$ cat src/rtl/kcsw_pkg.sv
// ============================================================================
// kcsw_pkg
// shared types, field widths and access codes of the keyed count store
// ============================================================================
package kcsw_pkg;

    localparam int SLOTS_DEF = 64;

    localparam int KIND_W  = 2;
    localparam int KEY_W   = 16;
    localparam int AMT_W   = 16;
    localparam int CNT_W   = 16;
    localparam int TOTAL_W = 22;

    localparam logic [TOTAL_W-1:0] TOTAL_MAX = {TOTAL_W{1'b1}};

    // access kinds
    localparam logic [KIND_W-1:0] KIND_DEPOSIT  = 2'd0;
    localparam logic [KIND_W-1:0] KIND_WITHDRAW = 2'd1;
    localparam logic [KIND_W-1:0] KIND_QUERY    = 2'd2;

    typedef struct packed {
        logic [KIND_W-1:0] kind;
        logic [KEY_W-1:0]  item_key;
        logic [AMT_W-1:0]  amount;
    } req_item_t;

    typedef struct packed {
        logic [TOTAL_W-1:0] count;
        logic               dropped;
    } rsp_item_t;

    // one table entry; a zero count marks the slot empty
    typedef struct packed {
        logic [KEY_W-1:0] key;
        logic [CNT_W-1:0] cnt;
    } slot_t;

endpackage

$ cat src/rtl/kcsw_req_if.sv
// ============================================================================
// kcsw_req_if
// request channel: valid/ready handshake carrying one access item
// ============================================================================
interface kcsw_req_if
    import kcsw_pkg::*;
();
    logic              valid;
    logic              ready;
    logic [KIND_W-1:0] kind;
    logic [KEY_W-1:0]  item_key;
    logic [AMT_W-1:0]  amount;

    modport source (output valid, kind, item_key, amount, input ready);
    modport sink   (input valid, kind, item_key, amount, output ready);
endinterface

$ cat src/rtl/kcsw_rsp_if.sv
// ============================================================================
// kcsw_rsp_if
// response channel: valid/ready handshake carrying one result item
// ============================================================================
interface kcsw_rsp_if
    import kcsw_pkg::*;
();
    logic               valid;
    logic               ready;
    logic [TOTAL_W-1:0] count;
    logic               dropped;

    modport source (output valid, count, dropped, input ready);
    modport sink   (input valid, count, dropped, output ready);
endinterface

$ cat src/rtl/kcsw_slot_mem.sv
// ============================================================================
// kcsw_slot_mem
// slot table: one write port, one read port, registered read data
// ============================================================================
module kcsw_slot_mem
    import kcsw_pkg::*;
#(
    parameter int SLOTS = SLOTS_DEF,
    localparam int AW   = (SLOTS > 1) ? $clog2(SLOTS) : 1
) (
    input  logic          clk,
    input  logic          we,
    input  logic [AW-1:0] waddr,
    input  slot_t         wdata,
    input  logic          re,
    input  logic [AW-1:0] raddr,
    output slot_t         rdata
);

    slot_t mem [SLOTS];

    always_ff @(posedge clk)
    begin
        if (we)
        begin
            mem[waddr] <= wdata;
        end
    end

    always_ff @(posedge clk)
    begin
        if (re)
        begin
            rdata <= mem[raddr];
        end
    end

endmodule

$ cat src/rtl/kcsw_seq.sv
// ============================================================================
// kcsw_seq
// access sequencer: clear pass, slot scan, write-back and result
// ============================================================================
module kcsw_seq
    import kcsw_pkg::*;
#(
    parameter int SLOTS = SLOTS_DEF,
    localparam int AW   = (SLOTS > 1) ? $clog2(SLOTS) : 1
) (
    input  logic          clk,
    input  logic          rst_n,
    input  logic          start,
    input  req_item_t     item,
    output logic          idle,
    output logic          res_valid,
    input  logic          res_ack,
    output rsp_item_t     res,
    output logic          mem_we,
    output logic [AW-1:0] mem_waddr,
    output slot_t         mem_wdata,
    output logic          mem_re,
    output logic [AW-1:0] mem_raddr,
    input  slot_t         mem_rdata
);

    localparam int SUM_W         = AW + CNT_W;
    localparam logic [AW-1:0] LAST = AW'(SLOTS - 1);

    localparam logic [2:0] ST_CLEAR = 3'd0;
    localparam logic [2:0] ST_IDLE  = 3'd1;
    localparam logic [2:0] ST_SCAN  = 3'd2;
    localparam logic [2:0] ST_WRITE = 3'd3;
    localparam logic [2:0] ST_DONE  = 3'd4;

    logic [2:0]       state_reg,     state_next;
    logic [AW-1:0]    idx_reg,       idx_next;
    logic             issue_reg,     issue_next;
    logic             vld_reg,       vld_next;
    logic             last_reg,      last_next;
    logic [AW-1:0]    paddr_reg,     paddr_next;
    req_item_t        item_reg,      item_next;
    logic             hit_reg,       hit_next;
    logic [AW-1:0]    hit_addr_reg,  hit_addr_next;
    logic [CNT_W-1:0] hit_cnt_reg,   hit_cnt_next;
    logic             free_reg,      free_next;
    logic [AW-1:0]    free_addr_reg, free_addr_next;
    logic [SUM_W-1:0] sum_reg,       sum_next;
    rsp_item_t        res_reg,       res_next;

    logic               live;
    logic               drain;
    logic [31:0]        sum_ext;
    logic [TOTAL_W-1:0] total;
    logic [CNT_W:0]     dep_sum;

    assign live    = (mem_rdata.cnt != '0);
    assign drain   = (item_reg.kind == KIND_WITHDRAW) && (item_reg.item_key == '0);
    assign sum_ext = 32'(sum_reg);
    assign total   = (sum_ext > 32'(TOTAL_MAX)) ? TOTAL_MAX : sum_ext[TOTAL_W-1:0];
    assign dep_sum = {1'b0, hit_cnt_reg} + {1'b0, item_reg.amount};

    always_comb
    begin
        state_next     = state_reg;
        idx_next       = idx_reg;
        issue_next     = issue_reg;
        vld_next       = 1'b0;
        last_next      = 1'b0;
        paddr_next     = paddr_reg;
        item_next      = item_reg;
        hit_next       = hit_reg;
        hit_addr_next  = hit_addr_reg;
        hit_cnt_next   = hit_cnt_reg;
        free_next      = free_reg;
        free_addr_next = free_addr_reg;
        sum_next       = sum_reg;
        res_next       = res_reg;
        mem_we         = 1'b0;
        mem_waddr      = idx_reg;
        mem_wdata      = '0;
        mem_re         = 1'b0;
        mem_raddr      = idx_reg;

        case (state_reg)
            ST_CLEAR:
            begin
                mem_we   = 1'b1;
                idx_next = (idx_reg == LAST) ? '0 : idx_reg + 1'b1;
                if (idx_reg == LAST)
                begin
                    state_next = ST_IDLE;
                end
            end
            ST_IDLE:
            begin
                if (start)
                begin
                    item_next  = item;
                    idx_next   = '0;
                    issue_next = 1'b1;
                    hit_next   = 1'b0;
                    free_next  = 1'b0;
                    sum_next   = '0;
                    state_next = ST_SCAN;
                end
            end
            ST_SCAN:
            begin
                // read issue side
                if (issue_reg)
                begin
                    mem_re     = 1'b1;
                    idx_next   = (idx_reg == LAST) ? '0 : idx_reg + 1'b1;
                    issue_next = (idx_reg != LAST);
                end
                vld_next   = issue_reg;
                last_next  = issue_reg && (idx_reg == LAST);
                paddr_next = idx_reg;
                // read data side, one slot behind
                if (vld_reg)
                begin
                    if (live)
                    begin
                        sum_next = sum_reg + SUM_W'(mem_rdata.cnt);
                        if (!hit_reg && (mem_rdata.key == item_reg.item_key))
                        begin
                            hit_next      = 1'b1;
                            hit_addr_next = paddr_reg;
                            hit_cnt_next  = mem_rdata.cnt;
                        end
                        if (drain)
                        begin
                            mem_we    = 1'b1;
                            mem_waddr = paddr_reg;
                        end
                    end
                    else if (!free_reg)
                    begin
                        free_next      = 1'b1;
                        free_addr_next = paddr_reg;
                    end
                    if (last_reg)
                    begin
                        state_next = ST_WRITE;
                    end
                end
            end
            ST_WRITE:
            begin
                res_next   = '0;
                state_next = ST_DONE;
                case (item_reg.kind)
                    KIND_DEPOSIT:
                    begin
                        if ((item_reg.item_key != '0) && (item_reg.amount != '0))
                        begin
                            if (hit_reg)
                            begin
                                mem_we        = 1'b1;
                                mem_waddr     = hit_addr_reg;
                                mem_wdata.key = item_reg.item_key;
                                mem_wdata.cnt = dep_sum[CNT_W] ? {CNT_W{1'b1}}
                                                               : dep_sum[CNT_W-1:0];
                            end
                            else if (free_reg)
                            begin
                                mem_we        = 1'b1;
                                mem_waddr     = free_addr_reg;
                                mem_wdata.key = item_reg.item_key;
                                mem_wdata.cnt = item_reg.amount;
                            end
                            else
                            begin
                                res_next.dropped = 1'b1;
                            end
                        end
                    end
                    KIND_WITHDRAW:
                    begin
                        if (item_reg.item_key == '0)
                        begin
                            res_next.count = total;
                        end
                        else if (hit_reg)
                        begin
                            mem_we        = 1'b1;
                            mem_waddr     = hit_addr_reg;
                            mem_wdata.key = item_reg.item_key;
                            if (item_reg.amount >= hit_cnt_reg)
                            begin
                                mem_wdata.cnt  = '0;
                                res_next.count = TOTAL_W'(hit_cnt_reg);
                            end
                            else
                            begin
                                mem_wdata.cnt  = hit_cnt_reg - item_reg.amount;
                                res_next.count = TOTAL_W'(item_reg.amount);
                            end
                        end
                    end
                    KIND_QUERY:
                    begin
                        if (item_reg.item_key == '0)
                        begin
                            res_next.count = total;
                        end
                        else if (hit_reg)
                        begin
                            res_next.count = TOTAL_W'(hit_cnt_reg);
                        end
                    end
                    default:
                    begin
                        res_next = '0;
                    end
                endcase
            end
            ST_DONE:
            begin
                if (res_ack)
                begin
                    state_next = ST_IDLE;
                end
            end
            default:
            begin
                state_next = ST_IDLE;
            end
        endcase
    end

    always_ff @(posedge clk or negedge rst_n)
    begin
        if (!rst_n)
        begin
            state_reg <= ST_CLEAR;
            idx_reg   <= '0;
            issue_reg <= 1'b0;
            vld_reg   <= 1'b0;
            last_reg  <= 1'b0;
        end
        else
        begin
            state_reg <= state_next;
            idx_reg   <= idx_next;
            issue_reg <= issue_next;
            vld_reg   <= vld_next;
            last_reg  <= last_next;
        end
    end

    always_ff @(posedge clk)
    begin
        paddr_reg     <= paddr_next;
        item_reg      <= item_next;
        hit_reg       <= hit_next;
        hit_addr_reg  <= hit_addr_next;
        hit_cnt_reg   <= hit_cnt_next;
        free_reg      <= free_next;
        free_addr_reg <= free_addr_next;
        sum_reg       <= sum_next;
        res_reg       <= res_next;
    end

    assign idle      = (state_reg == ST_IDLE);
    assign res_valid = (state_reg == ST_DONE);
    assign res       = res_reg;

endmodule

$ cat src/rtl/keyed_count_store_withdraw_top.sv
// ============================================================================
// keyed_count_store_withdraw_top
// associative counter table with deposit, withdraw and query accesses
// ============================================================================
// A table of SLOTS slots, each holding a 16-bit item key and a 16-bit count, kept
// in one synchronous memory. A slot with a zero count is empty. Every access
// scans the whole table, one memory read per cycle, then does the write-back
// and presents the result, which is held in the sequencer until the output
// register takes it; the single read port of the slot memory sets the pace
// of the scan. The request channel
// takes one item at a time; the result goes to an output register, so a new
// item is taken while the previous result still waits on the response channel.
// After reset the block runs a clearing pass that zeroes every slot, and
// takes no item until it is done. Deposits saturate a slot at 65535;
// totals for key 0 saturate at the 22-bit maximum while the slots are still
// drained in full. A deposit that finds neither its key nor an empty slot is
// discarded and flagged with dropped.
module keyed_count_store_withdraw_top
    import kcsw_pkg::*;
#(
    parameter int SLOTS = SLOTS_DEF
) (
    input  logic          clk,
    input  logic          rst_n,
    kcsw_req_if.sink      req,
    kcsw_rsp_if.source    rsp
);

    localparam int AW = (SLOTS > 1) ? $clog2(SLOTS) : 1;

    // sequencer to memory
    logic          mem_we;
    logic [AW-1:0] mem_waddr;
    slot_t         mem_wdata;
    logic          mem_re;
    logic [AW-1:0] mem_raddr;
    slot_t         mem_rdata;

    // sequencer handshake
    logic      seq_idle;
    logic      start;
    req_item_t item;
    logic      res_valid;
    logic      res_ack;
    rsp_item_t res;

    // output register
    logic      out_valid_reg, out_valid_next;
    rsp_item_t out_item_reg;

    assign item.kind     = req.kind;
    assign item.item_key = req.item_key;
    assign item.amount   = req.amount;

    // one item in flight; ready only while the sequencer waits
    assign req.ready = seq_idle;
    assign start     = req.valid && seq_idle;

    kcsw_seq #(
        .SLOTS (SLOTS)
    ) u_seq (
        .clk       (clk),
        .rst_n     (rst_n),
        .start     (start),
        .item      (item),
        .idle      (seq_idle),
        .res_valid (res_valid),
        .res_ack   (res_ack),
        .res       (res),
        .mem_we    (mem_we),
        .mem_waddr (mem_waddr),
        .mem_wdata (mem_wdata),
        .mem_re    (mem_re),
        .mem_raddr (mem_raddr),
        .mem_rdata (mem_rdata)
    );

    kcsw_slot_mem #(
        .SLOTS (SLOTS)
    ) u_mem (
        .clk   (clk),
        .we    (mem_we),
        .waddr (mem_waddr),
        .wdata (mem_wdata),
        .re    (mem_re),
        .raddr (mem_raddr),
        .rdata (mem_rdata)
    );

    // result moves into the output register once it is empty or being drained
    assign res_ack = res_valid && (!out_valid_reg || rsp.ready);

    always_comb
    begin
        out_valid_next = out_valid_reg;
        if (res_ack)
        begin
            out_valid_next = 1'b1;
        end
        else if (rsp.ready)
        begin
            out_valid_next = 1'b0;
        end
    end

    always_ff @(posedge clk or negedge rst_n)
    begin
        if (!rst_n)
        begin
            out_valid_reg <= 1'b0;
        end
        else
        begin
            out_valid_reg <= out_valid_next;
        end
    end

    always_ff @(posedge clk)
    begin
        if (res_ack)
        begin
            out_item_reg <= res;
        end
    end

    assign rsp.valid   = out_valid_reg;
    assign rsp.count   = out_item_reg.count;
    assign rsp.dropped = out_item_reg.dropped;

    // a drain write and the read issued with it always target different slots
    a_no_rw_collision: assert property (
        @(posedge clk) disable iff (!rst_n)
        (mem_we && mem_re) |-> (mem_waddr != mem_raddr)
    ) else $error("slot memory read and write hit the same slot");

    // the sequencer never offers a result while it is open for a new item
    a_result_not_idle: assert property (
        @(posedge clk) disable iff (!rst_n)
        res_valid |-> !seq_idle
    ) else $error("result offered while sequencer idle");

    // after an item is taken the block is busy for the scan
    a_busy_after_accept: assert property (
        @(posedge clk) disable iff (!rst_n)
        (req.valid && req.ready) |=> !req.ready
    ) else $error("request accepted twice in a row");

    // a dropped deposit always reports a zero count
    a_dropped_zero: assert property (
        @(posedge clk) disable iff (!rst_n)
        (rsp.valid && rsp.dropped) |-> (rsp.count == '0)
    ) else $error("dropped result carries a count");

endmodule
$ cat src/flat_wrapper.sv
// flat-port wrapper written by rule: the top's interface ports become plain ports
module keyed_count_store_withdraw_top_flat import kcsw_pkg::*;
#(
    parameter int SLOTS = SLOTS_DEF
)
  (clk, rst_n, req_valid, req_kind, req_item_key, req_amount, req_ready, rsp_valid, rsp_count, rsp_dropped, rsp_ready);
  kcsw_req_if req_i ();
  kcsw_rsp_if rsp_i ();
  input  logic clk;
  input  logic rst_n;
  input wire logic [$bits(req_i.valid)-1:0] req_valid;
  input wire logic [$bits(req_i.kind)-1:0] req_kind;
  input wire logic [$bits(req_i.item_key)-1:0] req_item_key;
  input wire logic [$bits(req_i.amount)-1:0] req_amount;
  output wire logic [$bits(req_i.ready)-1:0] req_ready;
  output wire logic [$bits(rsp_i.valid)-1:0] rsp_valid;
  output wire logic [$bits(rsp_i.count)-1:0] rsp_count;
  output wire logic [$bits(rsp_i.dropped)-1:0] rsp_dropped;
  input wire logic [$bits(rsp_i.ready)-1:0] rsp_ready;
  assign req_i.valid = req_valid;
  assign req_i.kind = req_kind;
  assign req_i.item_key = req_item_key;
  assign req_i.amount = req_amount;
  assign req_ready = req_i.ready;
  assign rsp_valid = rsp_i.valid;
  assign rsp_count = rsp_i.count;
  assign rsp_dropped = rsp_i.dropped;
  assign rsp_i.ready = rsp_ready;
  keyed_count_store_withdraw_top #(.SLOTS(SLOTS)) u_core (.clk(clk), .rst_n(rst_n), .req(req_i), .rsp(rsp_i));
endmodule
$ cat config.mk
export PLATFORM = sky130hd
export DESIGN_NAME = keyed_count_store_withdraw_top_flat
export DESIGN_NICKNAME = d
export VERILOG_FILES = /design/src/rtl/kcsw_pkg.sv /design/src/rtl/kcsw_req_if.sv /design/src/rtl/kcsw_rsp_if.sv /design/src/rtl/kcsw_slot_mem.sv /design/src/rtl/kcsw_seq.sv /design/src/rtl/keyed_count_store_withdraw_top.sv /design/src/flat_wrapper.sv
export SDC_FILE = /design/constraint.sdc
export NUM_CORES = 2
export LEC_CHECK = 0
export BUFFER_PORTS_ARGS = -buffer_cell sky130_fd_sc_hd__clkbuf_2
export CAP_MARGIN = 25
export CORE_UTILIZATION = 34
export DETAILED_ROUTE_END_ITERATION = 10
export SYNTH_ARGS = -nofsm -noshare
export SYNTH_HDL_FRONTEND = slang
export SYNTH_SLANG_ARGS = --single-unit
$ cat constraint.sdc
create_clock -name clk -period 9.9 [get_ports clk]
set_clock_uncertainty 0.05 [all_clocks]
set_input_delay 1.98 -clock clk [delete_from_list [all_inputs] [get_ports clk]]
set_output_delay 1.98 -clock clk [all_outputs]
set_load 0.005 [all_outputs]
* Word level (Yosys, flattened, before mapping) *
Memories as Yosys holds them, arrays and structs flattened. A register that Yosys moved wholly into a read port is not among the register bits.
Index checks and enable logic that the tools add are counted.

operators by class
  magnitude comparators = 2
  add/subtract/negate cells = 4
  reduce and logical (&&, ||, !) cells = 28
  multiplexer cells = 70
  eq/ne operators = 18
  bitwise operators = 4

operators by type and width
  operator              count
  $mux 32               6
  $mux 22               6
  $pmux 22 s2           2
  $mux 16               5
  $mux 6                11
  $pmux 32 s2           1
  $reduce_bool 16->1    3
  $mux 1                25
  $pmux 6 s2            2
  $add 22x16->22        1
  $gt 22x22->1 const B  1
  $ne 2x2->1 const B    9
  $pmux 6 s3            1
  $add 16x16->17        1
  $eq 16x16->1          1
  $ge 16x16->1          1
  $logic_not 16->1      1
  $reduce_and 4->1      4
  $sub 16x16->16        1
  $mux 3                5
  $pmux 3 s5            1
  $reduce_and 5->1      2
  $pmux 1 s2            4
  $add 6x1->6 const B   1
  other kinds (19)      31

storage, ports and cells
  word-level logic and storage cells = 147
  output and inout port bits = 25
  bits in writable memories = 2048
  memories = 1
  bits of input ports = 38
  bits in registers = 151

memory list
  name              words  width  read ports  clocked after memory_dff  wr ports  line                 text
  u_core.u_mem.mem  64     32     1           1                         1         kcsw_slot_mem.sv:20  slot_t mem [SLOTS];

* Depth between registers and ports, before layout *
  depth after elaboration = 8
  depth in mapped cells = 12
  gate-level depth less buffers = 11

* Cells and area by module *
Synthesis repeated with hierarchy kept, for this count alone.

unflattened totals
  cells, all modules = 4356
  area, all modules = 88398.5 um^2

by module, submodules not included
  module                          seq. area each (um^2)  times used  cells each  area an instance (um^2)
  kcsw_slot_mem                   62459.9                1           3511        79359.9
  kcsw_seq                        3753.6                 1           817         8298.0
  keyed_count_store_withdraw_top  715.7                  1           28          740.7

* Least setup slack after synthesis *
OpenSTA, ideal clock, no wires.

  path type = register to register
  start point = reg u_core.u_seq.item_reg[1] (netlist name)
  end point = mem u_core.u_mem.mem[0][15] (netlist name), data pin
  clock period less this slack = 5.870 ns
  arrival time = 5.091 ns
  path buffers = 0
  required time = 9.121 ns
  library setup time = 0.729 ns
  slack = 4.030 ns
  stages on the path, launching flop included = 11
  path through = edfxtp_1 > inv_1 > ha_1 > nand2b_1 > a221oi_1 > o211ai_1 > o41ai_1 > a21oi_1 > nor2_1 > mux2_2 > o32ai_1

RTL lines
  element                 line                 text
  start, declared         kcsw_seq.sv:42       req_item_t item_reg, item_next;
  start signal, assigned  kcsw_seq.sv:256      item_reg <= item_next;
  end, declared           kcsw_slot_mem.sv:20

* Worst setup path after layout *
  start point = reg u_core.u_seq.item_reg[8] (netlist name)
  end point = mem u_core.u_mem.mem[49][20] (netlist name) (enable)

between the ends
  longest elaborated chain between the ends = 7
  elaborated cells between the ends (all ways) = 10
  those cells by class = 8 x mux; 2 x reduce/logical

ends and longest elaborated chain
  element                       line                 text
  $reduce_bool 16->1 (*)        kcsw_seq.sv:156      if ((item_reg.item_key != '0) && (item_reg.amount != '0))
  $logic_and 1x1->1 (*)         kcsw_seq.sv:156
  $mux 1                        kcsw_seq.sv:156
  $pmux 1 s2                    kcsw_seq.sv:153      case (item_reg.kind)
  $pmux 1 s3                    kcsw_seq.sv:85       case (state_reg)
  $mux 1                        kcsw_slot_mem.sv:24  if (we)
  $mux 1 (not written as such)  kcsw_slot_mem.sv:26  mem[waddr] <= wdata;

Mark *: on every way between the ends. The rest lies on a longest branch, timed or not.

==> results.tsv <==
metric	value	unit
status	complete, no violations	
rrSetupSlack	4.52	ns
htree_levels	4	
rows	185	
finalPower	0.0264	W
avgRoutedWirePerCell	27.6	um
min_from	u_core.u_seq.res[20]$_DFFE_PP_	
synth_top_area_cell	edfxtp_1	
ys_seq_area_frac	0.765	
dp_hpwl	122000	um
drtIter0Drc	4678	
final_nets	4142	
ys.flop_type	edfxtp_1	
area_delta_synth_final	14.4	%
antenna_found_initial	19	
final_area	0.100	mm2
cts_hold_buf	0	
synth_enable_flop_cells	2218	
final_util	0.393	
layout_commonest_cell	edfxtp_1	
routed_via_density	5.39	
diodes	0	
grt_max_degree	131	
path_class	reg -> reg	
start_util	0.343	
dpl_cell_area	0.0932	mm2
netlist.area_leader.share	0.761	
cts.path.max_buffers	3	
die_w	509	um
worst_ep_arrival_time	5.80	ns
synth_area_per_cell	22.8	um2
vias	40900	
dr.pass1.iters	5	
setup_viol	0	
clk_latency	0.83	ns
ys_ff_latch	2231	
cp-start-kind	flip-flop	
layout-drive-gt1-share	0.309	
ys_types	74	
post_cts_buffers	0	
rsz0062_at_grt	no	
netlist_area	0.0875	mm2
clk_transition_reported_paths	0.06	ns
r2r_cells	9	
final.setup.tns	0	ns
finalHoldViolations	0	
syn-num-nets	3921	
port_buffers	62	
r2r-end	u_core.u_mem.mem[49][20]$_DFFE_PP_	
hold_depth	0	
worst_ep_required_time	10.32	ns
p_per_area	263	mW/mm2
grt_pass1_wl	302000	um
syn_inst	3828	
maxSlewHeadroom	0.211	
worstPathMaxFanout	19	
die-area	0.259	mm2
fp.coreArea	0.255	mm2
period_share	0.543	
critPathCaptureType	flip-flop	
layout_common_cells	edfxtp_1, mux4_2, clkbuf_16	
async_flop_share	0.00583	
cts_tree	built	
fmax	186	MHz
wl	209000	um
grt_overflow_total	0	
finalMaxSlewViolations	0	
drc	0	
ant_nets	0	
cts_resized	0	
grtUsageTotal	0.161	
grt_pass1_vias	41600	
cap_violations	0	
p_leak	31.7	nW
holdWs	0.369	ns
hp-class	reg -> reg	
r2r-start	u_core.u_seq.item_reg[8]$_DFFE_PP_	
fp.dieH	509	um
seqCellArea	0.0669	mm2
nFillCells	22300	
clockRootBuffer	clkbuf_16	
gp_congestion	0.865	
hold_end	u_core.rsp.count[19]$_DFFE_PP_	
ys_warn_count	0	
vdd.ir_drop.worst	229	uV
worstMarginPinSlew	1.17	ns
numCtsBuffers	210	
synthTopCellsByArea	edfxtp_1, mux4_2, ha_1	
clock-sinks	2231	
multi_input_area	0.0203	mm2
largest_register_ffs	2048	
pin_count	63	
min_period	5.38	ns
==> area by class of cell <==
class | instances | area share
tap | 3366 | 0.0421
clock buffer | 260 | 0.0550
sequential | 2231 | 0.669
clock inverter | 128 | 0.0124
timing repair buffer | 197 | 0.0168
multi-input combinational | 1364 | 0.203
inverter | 45 | 0.00169
==> synthesized netlist by cell type, types with 8 or more instances <==
cell type	instances
clkbuf_1	125
a221oi_1	8
a21oi_1	66
xor2_1	15
nand3_1	27
a21o_1	14
inv_1	45
buf_2	30
nor2b_1	15
and3_1	16
and2_1	17
nand2_1	56
edfxtp_1	2218
xnor2_1	30
or4_1	8
mux4_2	672
buf_1	33
ha_1	52
nor3_1	12
nor2_1	134
nand2b_1	11
nor4_1	14
o21ai_0	49
o22ai_1	8
nand4_1	13
dfrtp_1	13
==> how the worst max path moves through the flow <==
stage | startpoint | end | slack [ns] | depth (start not counted)
after CTS | u_core.u_seq.state_reg[1]$_DFFE_PN0P_ | u_core.u_mem.mem[31][14]$_DFFE_PP_ | 4.18 | 9
after global routing | u_core.u_seq.item_reg[1]$_DFFE_PP_ | u_core.u_mem.mem[48][24]$_DFFE_PP_ | 4.44 | 9
final | u_core.u_seq.item_reg[8]$_DFFE_PP_ | u_core.u_mem.mem[49][20]$_DFFE_PP_ | 4.52 | 9
after floorplan | u_core.u_seq.item_reg[1]$_DFFE_PP_ | u_core.u_mem.mem[0][15]$_DFFE_PP_ | 4.03 | 10
after global placement | u_core.u_seq.state_reg[1]$_DFFE_PN0P_ | u_core.u_mem.mem[55][20]$_DFFE_PP_ | 4.41 | 10
after detailed placement | u_core.u_seq.state_reg[1]$_DFFE_PN0P_ | u_core.u_mem.mem[55][29]$_DFFE_PP_ | 4.17 | 10
==> cells by family (layout without fill, tap and decap cells) <==
kind of cell    count (synthesis)  in the layout  share of synthesized area
compound gates                229            229                     0.0176
xor+xnor                       45             45                    0.00451
fa+ha+maj                      55             55                    0.00812
buf+inv                       233            630                     0.0104
flops                        2231           2231                      0.765
mux                           677            677                      0.174
simple gates                  358            358                     0.0206
==> power by group <==
group | internal, W | switching [W] | leakage [nW] | total, W
Clock | 0.00443 | 0.00349 | 3.29 | 0.00792
Sequential | 0.0110 | 0.000328 | 21.3 | 0.0114
Combinational | 0.00310 | 0.00399 | 7.16 | 0.00709
==> metrics by stage <==
step	instances	worst slack (ns)
after global placement	7185	4.41
after floorplan	3828	4.03
after CTS	7585	4.18
after global routing	7591	4.44
final	7591	4.52
after detailed placement	7197	4.17
==> worst max-delay path, stage by stage, from the launching register on <==
cell	delay, ns
edfxtp_1	0.51
or4_1	0.63
o41ai_1	1.02
o41ai_1	0.13
a21oi_1	0.31
a2111oi_0	0.21
nor2_1	0.27
nand2_1	0.60
nor2_4	0.75
buf_4	0.51
==> metal layers <==
metal  share of wire  track usage  vias to the layer above
met1            0.43        0.231                    22400
li1                -            -                    16800
met4           0.016       0.0326                        0
met5               0            0                        -
met3           0.080       0.0397                      226
met2            0.47        0.250                     1436
Note: power is estimated with default switching activity, not from simulation.
